**src/sv/lphs_pkg.sv**
```systemverilog
`timescale 1ns / 1ps
package lphs_pkg;

	localparam int SLOTS = 16;
	localparam int IDX_W = (SLOTS > 1) ? $clog2(SLOTS) : 1;
	localparam int KEY_W = 16;

	typedef logic [IDX_W-1:0] idx_t;
	typedef logic [KEY_W-1:0] key_t;
	typedef logic [1:0]       sstate_t;
	typedef logic [2:0]       status_t;
	typedef logic [3:0]       slot_t;

	localparam sstate_t SS_EMPTY    = 2'd0;
	localparam sstate_t SS_OCCUPIED = 2'd1;
	localparam sstate_t SS_DELETED  = 2'd2;

	localparam logic CMD_INSERT = 1'b0;
	localparam logic CMD_DELETE = 1'b1;

	localparam status_t RES_INSERTED  = 3'd0;
	localparam status_t RES_DUPLICATE = 3'd1;
	localparam status_t RES_FULL      = 3'd2;
	localparam status_t RES_DELETED   = 3'd3;
	localparam status_t RES_NOT_FOUND = 3'd4;

	localparam idx_t IDX_LAST = idx_t'(SLOTS - 1);

	typedef struct packed {
		logic    en;
		logic    key_en;
		idx_t    addr;
		key_t    key;
		sstate_t st;
	} tbl_wr_t;

	function automatic slot_t to_slot(input idx_t idx);
		logic [31:0] wide;
		wide = 32'(idx);
		return wide[3:0];
	endfunction

endpackage

```
**src/sv/linear_probe_hash_set.sv**
```systemverilog
`timescale 1ns / 1ps
// Channel   Direction  Payload                                  Handshake
// s_axis    in         tuser[0] cmd, tdata[15:0] key            s_tvalid/s_tready
// m_axis    out        tdata[2:0] status, tdata[6:3] slot       m_tvalid/m_tready
//
// An item is accepted in IDLE, probed in PROBE until the probe walk over the slot table ends,
// and held in RESP until its result is handed over to the output register.
// Reset marks every slot empty at once, so no clearing pass is needed.
// A result waits in the output register while the next item is accepted and probed.
// A stalled output holds the finished next result in the sequencer until the register frees.
module linear_probe_hash_set
	import lphs_pkg::*;
(
	input  logic        clk,
	input  logic        arst_n,
	input  logic        s_tvalid,
	output logic        s_tready,
	input  logic [15:0] s_tdata,  // key [15:0]
	input  logic [0:0]  s_tuser,  // cmd [0]
	output logic        m_tvalid,
	input  logic        m_tready,
	output logic [7:0]  m_tdata   // status [2:0], slot [6:3], zero [7]
);

	idx_t    rd_addr;
	sstate_t rd_state;
	key_t    rd_key;
	tbl_wr_t wr;
	logic    res_valid;
	logic    res_ready;
	status_t res_status;
	slot_t   res_slot;
	logic    m_tvalid_q;
	status_t status_q;
	slot_t   slot_q;

	lphs_table u_table (
		.clk      (clk),
		.arst_n   (arst_n),
		.rd_addr  (rd_addr),
		.rd_state (rd_state),
		.rd_key   (rd_key),
		.wr       (wr)
	);

	lphs_ctrl u_ctrl (
		.clk        (clk),
		.arst_n     (arst_n),
		.in_valid   (s_tvalid),
		.in_ready   (s_tready),
		.in_cmd     (s_tuser[0]),
		.in_key     (s_tdata),
		.rd_addr    (rd_addr),
		.rd_state   (rd_state),
		.rd_key     (rd_key),
		.wr         (wr),
		.res_valid  (res_valid),
		.res_ready  (res_ready),
		.res_status (res_status),
		.res_slot   (res_slot)
	);

	assign res_ready = !m_tvalid_q || m_tready;

	always_ff @(posedge clk or negedge arst_n) begin
		if (!arst_n) begin
			m_tvalid_q <= 1'b0;
		end else if (res_ready) begin
			m_tvalid_q <= res_valid;
		end
	end

	always_ff @(posedge clk) begin
		if (res_ready && res_valid) begin
			status_q <= res_status;
			slot_q   <= res_slot;
		end
	end

	assign m_tvalid = m_tvalid_q;
	assign m_tdata  = {1'b0, slot_q, status_q};

endmodule

```
**src/sv/lphs_table.sv**
```systemverilog
`timescale 1ns / 1ps
module lphs_table
	import lphs_pkg::*;
(
	input  logic    clk,
	input  logic    arst_n,
	input  idx_t    rd_addr,
	output sstate_t rd_state,
	output key_t    rd_key,
	input  tbl_wr_t wr
);

	key_t    keys_q   [SLOTS];
	sstate_t states_q [SLOTS];

	always_ff @(posedge clk or negedge arst_n) begin
		if (!arst_n) begin
			for (int i = 0; i < SLOTS; i++) begin
				states_q[i] <= SS_EMPTY;
			end
		end else if (wr.en) begin
			states_q[wr.addr] <= wr.st;
		end
	end

	always_ff @(posedge clk) begin
		if (wr.en && wr.key_en) begin
			keys_q[wr.addr] <= wr.key;
		end
	end

	assign rd_state = states_q[rd_addr];
	assign rd_key   = keys_q[rd_addr];

endmodule

```
**src/sv/lphs_ctrl.sv**
```systemverilog
`timescale 1ns / 1ps
module lphs_ctrl
	import lphs_pkg::*;
(
	input  logic    clk,
	input  logic    arst_n,
	input  logic    in_valid,
	output logic    in_ready,
	input  logic    in_cmd,
	input  key_t    in_key,
	output idx_t    rd_addr,
	input  sstate_t rd_state,
	input  key_t    rd_key,
	output tbl_wr_t wr,
	output logic    res_valid,
	input  logic    res_ready,
	output status_t res_status,
	output slot_t   res_slot
);

	localparam logic [1:0] ST_IDLE  = 2'd0;
	localparam logic [1:0] ST_PROBE = 2'd1;
	localparam logic [1:0] ST_RESP  = 2'd2;

	logic [1:0] state_q;
	logic       cmd_q;
	key_t       key_q;
	idx_t       idx_q;
	idx_t       cnt_q;
	status_t    status_q;
	slot_t      slot_q;

	logic    occ;
	logic    hit;
	logic    last;
	logic    done;
	status_t status_n;
	idx_t    idx_next;

	assign occ      = (rd_state == SS_OCCUPIED);
	assign hit      = (rd_key == key_q);
	assign last     = (cnt_q == IDX_LAST);
	assign idx_next = (idx_q == IDX_LAST) ? '0 : idx_q + idx_t'(1);
	assign rd_addr  = idx_q;

	always_comb begin
		done     = 1'b0;
		status_n = RES_NOT_FOUND;
		wr       = '0;
		wr.addr  = idx_q;
		wr.key   = key_q;
		if (state_q == ST_PROBE) begin
			if (cmd_q == CMD_INSERT) begin
				priority if (!occ) begin
					done      = 1'b1;
					status_n  = RES_INSERTED;
					wr.en     = 1'b1;
					wr.key_en = 1'b1;
					wr.st     = SS_OCCUPIED;
				end else if (hit) begin
					done     = 1'b1;
					status_n = RES_DUPLICATE;
				end else if (last) begin
					done     = 1'b1;
					status_n = RES_FULL;
				end else begin
					done     = 1'b0;
				end
			end else begin
				priority if (occ && hit) begin
					done     = 1'b1;
					status_n = RES_DELETED;
					wr.en    = 1'b1;
					wr.st    = SS_DELETED;
				end else if (last) begin
					done     = 1'b1;
					status_n = RES_NOT_FOUND;
				end else begin
					done     = 1'b0;
				end
			end
		end
	end

	always_ff @(posedge clk or negedge arst_n) begin
		if (!arst_n) begin
			state_q <= ST_IDLE;
		end else begin
			unique case (state_q)
				ST_IDLE: begin
					if (in_valid) begin
						state_q <= ST_PROBE;
					end
				end
				ST_PROBE: begin
					if (done) begin
						state_q <= ST_RESP;
					end
				end
				ST_RESP: begin
					if (res_ready) begin
						state_q <= ST_IDLE;
					end
				end
				default: state_q <= ST_IDLE;
			endcase
		end
	end

	always_ff @(posedge clk) begin
		if (state_q == ST_IDLE && in_valid) begin
			cmd_q <= in_cmd;
			key_q <= in_key;
			idx_q <= idx_t'(in_key % SLOTS);
			cnt_q <= '0;
		end else if (state_q == ST_PROBE) begin
			if (done) begin
				status_q <= status_n;
				slot_q   <= (wr.en) ? to_slot(idx_q) : '0;
			end else begin
				idx_q <= idx_next;
				cnt_q <= cnt_q + idx_t'(1);
			end
		end
	end

	assign in_ready   = (state_q == ST_IDLE);
	assign res_valid  = (state_q == ST_RESP);
	assign res_status = status_q;
	assign res_slot   = slot_q;

endmodule

```
**config.mk**
```make
export PLATFORM = sky130hd
export DESIGN_NAME = linear_probe_hash_set
export DESIGN_NICKNAME = d
export VERILOG_FILES = /design/src/sv/lphs_pkg.sv /design/src/sv/linear_probe_hash_set.sv /design/src/sv/lphs_table.sv /design/src/sv/lphs_ctrl.sv
export SDC_FILE = /design/constraint.sdc
export NUM_CORES = 1
export LEC_CHECK = 0
export ABC_AREA = 1
export BUFFER_PORTS_ARGS = -buffer_cell sky130_fd_sc_hd__buf_2
export CAP_MARGIN = 20
export CORE_UTILIZATION = 47
export DETAILED_ROUTE_END_ITERATION = 10
export PLACE_DENSITY_LB_ADDON = 0.15
export SYNTH_ARGS = -nofsm -noshare
export SYNTH_HDL_FRONTEND = slang
export SYNTH_SLANG_ARGS = --single-unit
```
**constraint.sdc**
```tcl
create_clock -name clk -period 8.4 [get_ports clk]
set_clock_uncertainty 0.2 [all_clocks]
set_input_delay 0.42 -clock clk [delete_from_list [all_inputs] [get_ports clk]]
set_output_delay 0.42 -clock clk [all_outputs]
set_load 0.01 [all_outputs]
```
==> impl_metrics.csv <==
group,metric,value,unit
floorplan,ios,31,
setup_path,cpMostUsedCell,"nand2_1",
synth,ys_ff_latch,334,
pwr,p_int,0.00340,W
pwr,switching_share,0.368,
global_routing,grt_pass1_wl,52.8,mm
cts,path_clk_slew,0.06,ns
placed_design,hpwl,18.2,mm
route,viasPerCell,5.21,
synth,syn_inst,1372,
pwr,power_density,334,mW/mm²
placed_design,gp_congestion,0.847,
cts,ctsLongestPathBuffers,3,
cts,cts_tree,"yes",
floorplan,die_h,177,µm
cts,hold_buffers,19,
sta,min_period,4.38,ns
global_routing,grt_overflow,0,
setup_path,required,8.60,ns
route,drc,0,
cts,htreeDepth,2,
global_routing,antenna_found_initial,0,
cts,root_buffer,"clkbuf_16",
setup_path,cp_top_family,"simple AND/OR/NAND/NOR gates",
floorplan,row_count,63,
layout,mostFrequentLayoutCells,"nand2_1 (451), edfxtp_1 (291), nand3_1 (149)",
setup_path,cp_data_arrival_time,4.58,ns
layout,post-route-util,0.538,
setup_path,critPathBufInv,3,
global_routing,grt_max_degree,79,
floorplan,die_width,177,µm
setup_path,slowest_delay,0.99,ns
global_routing,track_usage,0.225,
layout,fillers,2666,
synth,synth_area_per_cell,10.5,µm²
setup_path,path_cells,"inv_2 > buf_4 > nor2_1 > o21ai_0 > nand3_1 > nand3_1 > nand3_1 > nand2_1 > nor2_1 > nand2_1 > nor2_2 > nand3_4 > clkinv_2 > nand4_1 > nand2_1 > nand2_1",
synth,synthTopCellsByArea,"edfxtp_1 (61%), nand2_1 (12%), dfrtp_1 (6.1%)",
synth,synth_edf_count,291,
setup_path,worstSetupPathType,"reg -> reg",
cts,cts_resized,0,
layout,area_growth,11.7,%
sta,max_slew_margin,0.273,
route,dr.first_iter.drc_count,883,
floorplan,core_area,0.0300,mm²
synth,synth_fp_nets,1398,
placed_design,port_buffers,29,
sta,max_freq,0.229,GHz
sta,min_period_over_period,0.521,
pwr,cellLeakagePower,6.73,nW
setup_path,rrSetupSlack,4.02,ns
setup_path,startpoint_type,"flip-flop",
synth,synth_ff_type,"edfxtp_1",
placed_design,dpl_cell_area,0.0148,mm²
pwr,p_sw,0.00198,W
route,drt-total-wl,33.9,mm
cts,cts_buffers,36,
setup_path,cp_slowest_cell,"dfxtp_2",
pwr,pwr-share-seq,0.421,
pwr,pwr-share-clk,0.275,
route,vias,9498,
cts,postCtsSetupRepairBufs,0,
route,ant_nets,0,
layout,final_common_cell,"nand2_1",
outcome,status,"finished, final reports clean",
flow_run,drv_cap,0,
sta,setup-violations-final,0,
synth,netlist.area_leader.share,0.605,
cts,clock-sinks,334,
route,firstDrtPassIters,7,
global_routing,first_global_vias,9277,
setup_path,critPathCapture,"u_table.states_q[24]",
sta,worstMarginPinSlew,1.09,ns
route,wl_per_cell,18.6,µm
synth,yosysWarningCount,0,
layout,num_antenna_cells,0,
setup_path,reg2reg_to,"u_table.states_q[24]",
layout,drive_above_1_share,0.0858,
synth,synth.distinct_cells,37,
cts,clk_latency,0.53,ns
synth,synth_area_leader_cell,"edfxtp_1",
pwr,vdd_drop_max,0.189,mV
synth,seq_area_frac_synth,0.677,
sta,rsz0062_at_grt,"no",
pwr,combPwrFrac,0.304,
synth,netlist_area,0.0144,mm²
floorplan,initial_core_util,0.482,
floorplan,dieArea,0.0314,mm²
setup_path,end_kind,"flip-flop",
setup_path,path_max_fanout,47,
sta,hold_viol,0,
setup_path,worstRegToRegCells,16,
hold_path,hold_path_class,"in -> reg",
layout,final_area,0.0161,mm²
sta,tns,0,ns
layout,nets,1437,
sta,maxSlewViolCount,0,
synth,synthArstFlopShare,0.105,
setup_path,cp_num_cells,16,
-- registers in the layout, summed over array words and instances (netlist names), named ones only --
name	cells
m_tvalid	1
slot_q	4
status_q	3
u_ctrl.cmd_q	1
u_ctrl.cnt_q	4
u_ctrl.key_q	16
u_ctrl.rd_addr	4
u_ctrl.res_slot	4
u_ctrl.res_status	3
u_ctrl.state_q	2
u_table.keys_q	256
u_table.states_q	32
-- through the flow --
step	worst slack, ns	instances	hold slack (ns)	power [W]
final	4.02	1824	0.149	0.00538
after detailed placement	4.01	1740	0.208	0.00393
after global routing	3.66	1824	0.186	0.00571
after CTS	3.97	1820	0.146	0.00541
after global placement	4.09	1740	0.210	0.00390
after floorplan	5.71	1372	-0.0756	0.00352
-- how the worst min path moves through the flow --
stage / from / to / cells after the start
after floorplan: arst_n / m_tvalid / 0
after global placement: u_ctrl.res_slot[3] / slot_q[3] / 0
after detailed placement: u_ctrl.res_slot[1] / slot_q[1] / 0
after CTS: s_tvalid / u_ctrl.state_q[0] / 3
after global routing: s_tvalid / u_ctrl.state_q[0] / 3
final: s_tvalid / u_ctrl.state_q[0] / 3
-- cell type report --
cell class / instances / area [µm²] / share of cell area
Clock buffer: 46 / 980 / 0.0608
Clock inverter: 15 / 101 / 0.00629
Inverter: 141 / 533 / 0.0331
Multi-Input combinational cell: 832 / 3700 / 0.230
Sequential cell: 334 / 9780 / 0.607
Tap cell: 390 / 488 / 0.0303
Timing Repair Buffer: 66 / 538 / 0.0334
-- tightest hold or removal path: stages --
cell and delay (ns):
buf_2 0.07, nand2_1 0.19, nand2_1 0.14
-- metal layers --
metal / global-route usage / routed length, µm / share of wire / vias up
li1: - / - / - / 4638
met1: 0.316 / 15800 / 0.46 / 4581
met2: 0.355 / 15700 / 0.46 / 223
met3: 0.0337 / 1530 / 0.045 / 56
met4: 0.0805 / 941 / 0.028 / 0
met5: 0 / 0 / 0 / -
-- kinds of logic after synthesis --
logic type,synth area share
other,0.000260
adders and majority gates,0.00433
buffers and inverters,0.0669
and+or+nand+nor,0.212
AOI/OAI and AO/OA,0.0367
DFF,0.677
xor gates and xnor gates,0.00243
-- power by group through the flow --
stage | clock network [W] | registers, W | logic, W
floorplan | 0 | 0.00216 | 0.00136
global placement | 0 | 0.00229 | 0.00161
detailed placement | 0 | 0.00230 | 0.00163
CTS | 0.00150 | 0.00226 | 0.00164
global route | 0.00156 | 0.00229 | 0.00186
finish | 0.00148 | 0.00226 | 0.00164
-- cells in the mapped netlist (2+ instances only) --
cell	number
a21oi_1	17
buf_2	31
buf_4	4
buf_6	15
buf_8	2
clkbuf_1	12
dfrtp_1	35
dfxtp_1	8
edfxtp_1	291
ha_1	5
inv_1	136
inv_2	2
nand2_1	451
nand3_1	149
nand4_1	14
nand4_2	8
nor2_1	98
nor2_2	2
o211ai_1	7
o211ai_2	4
o21ai_0	42
o21ai_1	18
o22ai_1	5
xnor2_1	2
xor2_1	2
No activity file was read; power rests on OpenSTA's default activity.
